**config.mk**
```make
export PLATFORM = sky130hd
export DESIGN_NAME = sgas_ram
export DESIGN_NICKNAME = d
export VERILOG_FILES = /design/src/rtl/assert_macros.svh /design/src/rtl/sgas_ram.sv
export SDC_FILE = /design/constraint.sdc
export NUM_CORES = 2
export LEC_CHECK = 0
export ABC_AREA = 1
export ABC_CLOCK_PERIOD_IN_PS = 6600
export BUFFER_PORTS_ARGS = -buffer_cell sky130_fd_sc_hd__buf_2
export CAP_MARGIN = 5
export CORE_MARGIN = 5
export CORE_UTILIZATION = 58
export CTS_CLUSTER_SIZE = 25
export DETAILED_ROUTE_END_ITERATION = 6
export MAX_ROUTING_LAYER = met4
export PLACE_DENSITY = 0.78
export SYNTH_ARGS = -nofsm -noshare
export SYNTH_HDL_FRONTEND = slang
export SYNTH_SLANG_ARGS = --single-unit
```
**constraint.sdc**
```tcl
create_clock -name i_clk -period 6.6 [get_ports i_clk]
set_clock_uncertainty 0.2 [all_clocks]
set_input_delay 1.32 -clock i_clk [delete_from_list [all_inputs] [get_ports i_clk]]
set_output_delay 1.32 -clock i_clk [all_outputs]
set_load 0.02 [all_outputs]
```
**src/rtl/assert_macros.svh**
```systemverilog
// Assertion macros for the RTL files; the top level includes them.
`ifndef ASSERT_MACROS_SVH
`define ASSERT_MACROS_SVH

// Implication checked on every rising clock edge outside reset.
`define ASSERT_CLK(label, clk, rst_n, prop, msg) \
    label: assert property (@(posedge clk) disable iff (!rst_n) prop) else $error(msg);

// Plain invariant checked on every rising clock edge outside reset.
`define ASSERT_ALWAYS(label, clk, rst_n, expr, msg) \
    label: assert property (@(posedge clk) disable iff (!rst_n) (expr)) else $error(msg);

`endif

```
**src/rtl/sgas_ram.sv**
```systemverilog
// Generic single-port RAM with registered read data.
module sgas_ram #(
    parameter int WIDTH = 8,
    parameter int DEPTH = 256
) (
    input  logic                     i_clk,
    input  logic                     i_we,
    input  logic [$clog2(DEPTH)-1:0] i_addr,
    input  logic [WIDTH-1:0]         i_wdata,
    output logic [WIDTH-1:0]         o_rdata
);
    logic [WIDTH-1:0] r_mem [DEPTH];

    always_ff @(posedge i_clk) begin
        if (i_we) begin
            r_mem[i_addr] <= i_wdata;
        end
        o_rdata <= r_mem[i_addr];
    end
endmodule

```
==> impl_metrics.tcl <==
set metrics [dict create \
    violations "DRC" \
    worstPathRequired_ps 7170 \
    crit_path_end_kind "flip-flop" \
    status "finished with violations" \
    cts-buffers-inserted 200 \
    hold_viol_final 0 \
    min_path_cells 10 \
    cts_resized 0 \
    crit_buf_inv 4 \
    track_usage_pct 29.2 \
    place_inst 9612 \
    grt_overflow_total 0 \
    area_growth_pct 9.09 \
    whs_endpoint "o_rdata[2]" \
    initial_core_util_pct 58.3 \
    slowest_delay_ps 870 \
    grt_pass1_vias 55300 \
    dr.pass1.iters 7 \
    place.gp.congestion 0.937 \
    synth.yosys.seq_area_share_pct 72.7 \
    cts_num_sinks 2056 \
    ioPinCount 26 \
    r2r_setup_slack_ps 4060 \
    r2r_cells 12 \
    cp_max_fo 99 \
    final_cells 9990 \
    drive_above_1_share_pct 4.54 \
    drv_cap 0 \
    dieHeight_um 392 \
    power.density_nw_per_um2 289 \
    vias_per_cell 5.76 \
    critPathKind "input pin to flip-flop" \
    ir_worst_vdd_v 0.000313 \
    grt_pass1_wl_mm 330 \
    reg2reg_from "r_mem[176][1]" \
    cp_slowest_cell "buf_4" \
    final.setup.tns_ps 0 \
    portBuffers 25 \
    ant_nets 0 \
    htree_levels 4 \
    crit_family "buffers and inverters" \
    relSlewSlack_pct 16.9 \
    syn_area_um2 84900 \
    holdBufCountCts 0 \
    fillers 10600 \
    synth_warnings 0 \
    crit_top_cell "nand2_1" \
    syn_nets 8039 \
    clk_latency_ps 850 \
    dieWidth_um 392 \
    cts_tree "built" \
    vias 57500 \
    root_buffer "clkbuf_16" \
    drc_errors 2 \
    synth.avg_cell_area_um2 10.6 \
    critPathLaunchType "input pin" \
    finalWirelength_mm 219 \
    rsz0062_at_grt "no" \
    period_minus_slack_ps 4420 \
    setup_violations 0 \
    core_area_um2 146000 \
    path_clk_slew_ps 60 \
    arrival_ps 4990 \
    post_cts_buffers 0 \
    synth_seq_cells 2056 \
    fin_nets 7915 \
    place_hpwl_mm 118 \
    die_area_um2 154000 \
    grt_max_degree 217 \
    yosysUniqueCellTypes 18 \
    hp-class "flip-flop to flip-flop" \
    regToRegEndpoint "o_rdata[1]" \
    wl_per_cell_um 21.9 \
    finalCritPeriodShare_pct 67.0 \
    clockBufferDepth 3 \
    min_from "r_mem[90][2]" \
    rows 140 \
    timing.fmax_ghz 0.226 \
    tightest_slew_ps 1250 \
    cp_cell_sequence "buf_8 -> inv_8 -> buf_4 -> buf_4 -> nand2_1 -> nand2_1 -> nand2_1 -> nand2_1 -> nand2_1 -> nand2_1 -> o21ai_1 -> nand2_1 -> nor2_1 -> nor2_1 -> nor2_1 -> nand2_1" \
    power_leakage_nw 36.5 \
    drtIter0Drc 7612 \
    synthCells 8021 \
    antenna_found_initial 12 \
    final_max_slew_viol_count 0 \
]
==> cell usage in the layout, fill, tap and decap left out <==
| cell type | synthesis | routed |
|---|---|---|
| buf_8 | 0 | 10 |
| buf_2 | 182 | 15 |
| nor2_1 | 361 | 356 |
| clkinv_4 | 0 | 1 |
| edfxtp_1 | 2048 | 2048 |
| inv_6 | 0 | 4 |
| dfxtp_1 | 8 | 8 |
| clkinv_2 | 0 | 32 |
| o21ai_1 | 119 | 119 |
| nand3_1 | 188 | 188 |
| nand2_4 | 1 | 1 |
| clkbuf_8 | 0 | 1 |
| inv_2 | 2 | 1 |
| clkinv_1 | 0 | 53 |
| buf_12 | 0 | 16 |
| nor2_8 | 1 | 1 |
| inv_4 | 2 | 2 |
| clkinv_16 | 0 | 2 |
| inv_8 | 0 | 1 |
| bufinv_16 | 0 | 9 |
| inv_16 | 0 | 2 |
| inv_1 | 31 | 29 |
| nor2_4 | 0 | 4 |
| o21ai_0 | 41 | 41 |
| a21oi_1 | 32 | 32 |
| buf_4 | 6 | 50 |
| clkbuf_1 | 170 | 50 |
| clkbuf_16 | 0 | 204 |
| diode_2 | 0 | 13 |
| clkinv_8 | 0 | 6 |
| nand2_1 | 4770 | 4770 |
| nor2_2 | 0 | 1 |
| clkinvlp_4 | 0 | 3 |
==> cell usage after synthesis <==
library cell / instances / area, um^2
inv_1: 31 / 116
dfxtp_1: 8 / 160
nand3_1: 188 / 941
a21oi_1: 32 / 160
nor2_1: 361 / 1360
nand2_4: 1 / 11.3
inv_4: 2 / 12.5
edfxtp_1: 2048 / 61500
buf_1: 52 / 195
buf_6: 7 / 78.8
clkbuf_1: 170 / 638
nor2_8: 1 / 20.0
buf_4: 6 / 45.0
nand2_1: 4770 / 17900
o21ai_0: 41 / 205
inv_2: 2 / 7.51
o21ai_1: 119 / 596
buf_2: 182 / 911
==> per-layer routing <==
metal / GRT usage (%) / wire [um]
met5: - / 0
met3: 6.71 / 26000
met4: 12.3 / 9350
met2: 44.5 / 102000
met1: 38.5 / 81500
==> registers in the layout (all words and copies together) (netlist names) <==
register	count
o_rdata	8
r_mem	2048
==> metrics by stage <==
stage | total power, W | worst slack [ps] | util (%) | cell area, um^2 | hold WS, ps
after detailed placement | 0.0162 | 1510 | 59.3 | 86400 | 683
after floorplan | 0.0155 | 3240 | - | 84900 | 588
final | 0.0268 | 2180 | 63.6 | 92600 | 711
after CTS | 0.0268 | 2370 | 63.6 | 92500 | 702
after global routing | 0.0276 | 1990 | 63.6 | 92600 | 721
after global placement | 0.0161 | 1550 | 59.3 | 86400 | 689
==> kinds of logic after synthesis <==
family | after synthesis | synth area share, %
compound gates | 192 | 1.13
buf+inv | 452 | 2.36
flops | 2056 | 72.7
simple gates | 5321 | 23.8
==> worst max-delay path by stage <==
stage / from / endpoint / slack (ps) / depth (start not counted)
after detailed placement: i_addr[0] / o_rdata[0] / 1510 / 16
after floorplan: i_addr[1] / r_mem[234][0] / 3240 / 10
after global placement: i_addr[0] / o_rdata[0] / 1550 / 16
after global routing: i_addr[0] / o_rdata[2] / 1990 / 16
final: i_addr[0] / o_rdata[2] / 2180 / 16
after CTS: i_addr[0] / o_rdata[2] / 2370 / 16
==> power breakdown <==
group	leakage (nW)	switching (W)	internal, W
Clock	3.01	0.00485	0.00603
Combinational	15.1	0.00118	0.000317
Sequential	18.5	0.0000319	0.0144
Total	36.5	0.00606	0.0207
==> worst reg2reg max path: cells and delay by family (launching register included) <==
family | cells | cell delay (ps)
AO/OA/AOI/OAI | 1 | 470
AND/OR/NAND/NOR | 11 | 1360
flip-flops | 1 | 410
==> cell type report <==
class	instances	area (um^2)	share of cell area (%)
clock inverters	110	865	0.934
inverters	35	165	0.178
diodes	13	32.5	0.0351
multi-input cells	5513	21200	22.9
well taps	1917	2400	2.59
repair buffers	91	921	0.995
clock buffers	255	5310	5.73
flip-flops and latches	2056	61700	66.6
Note: power is estimated with default switching activity, not from simulation.
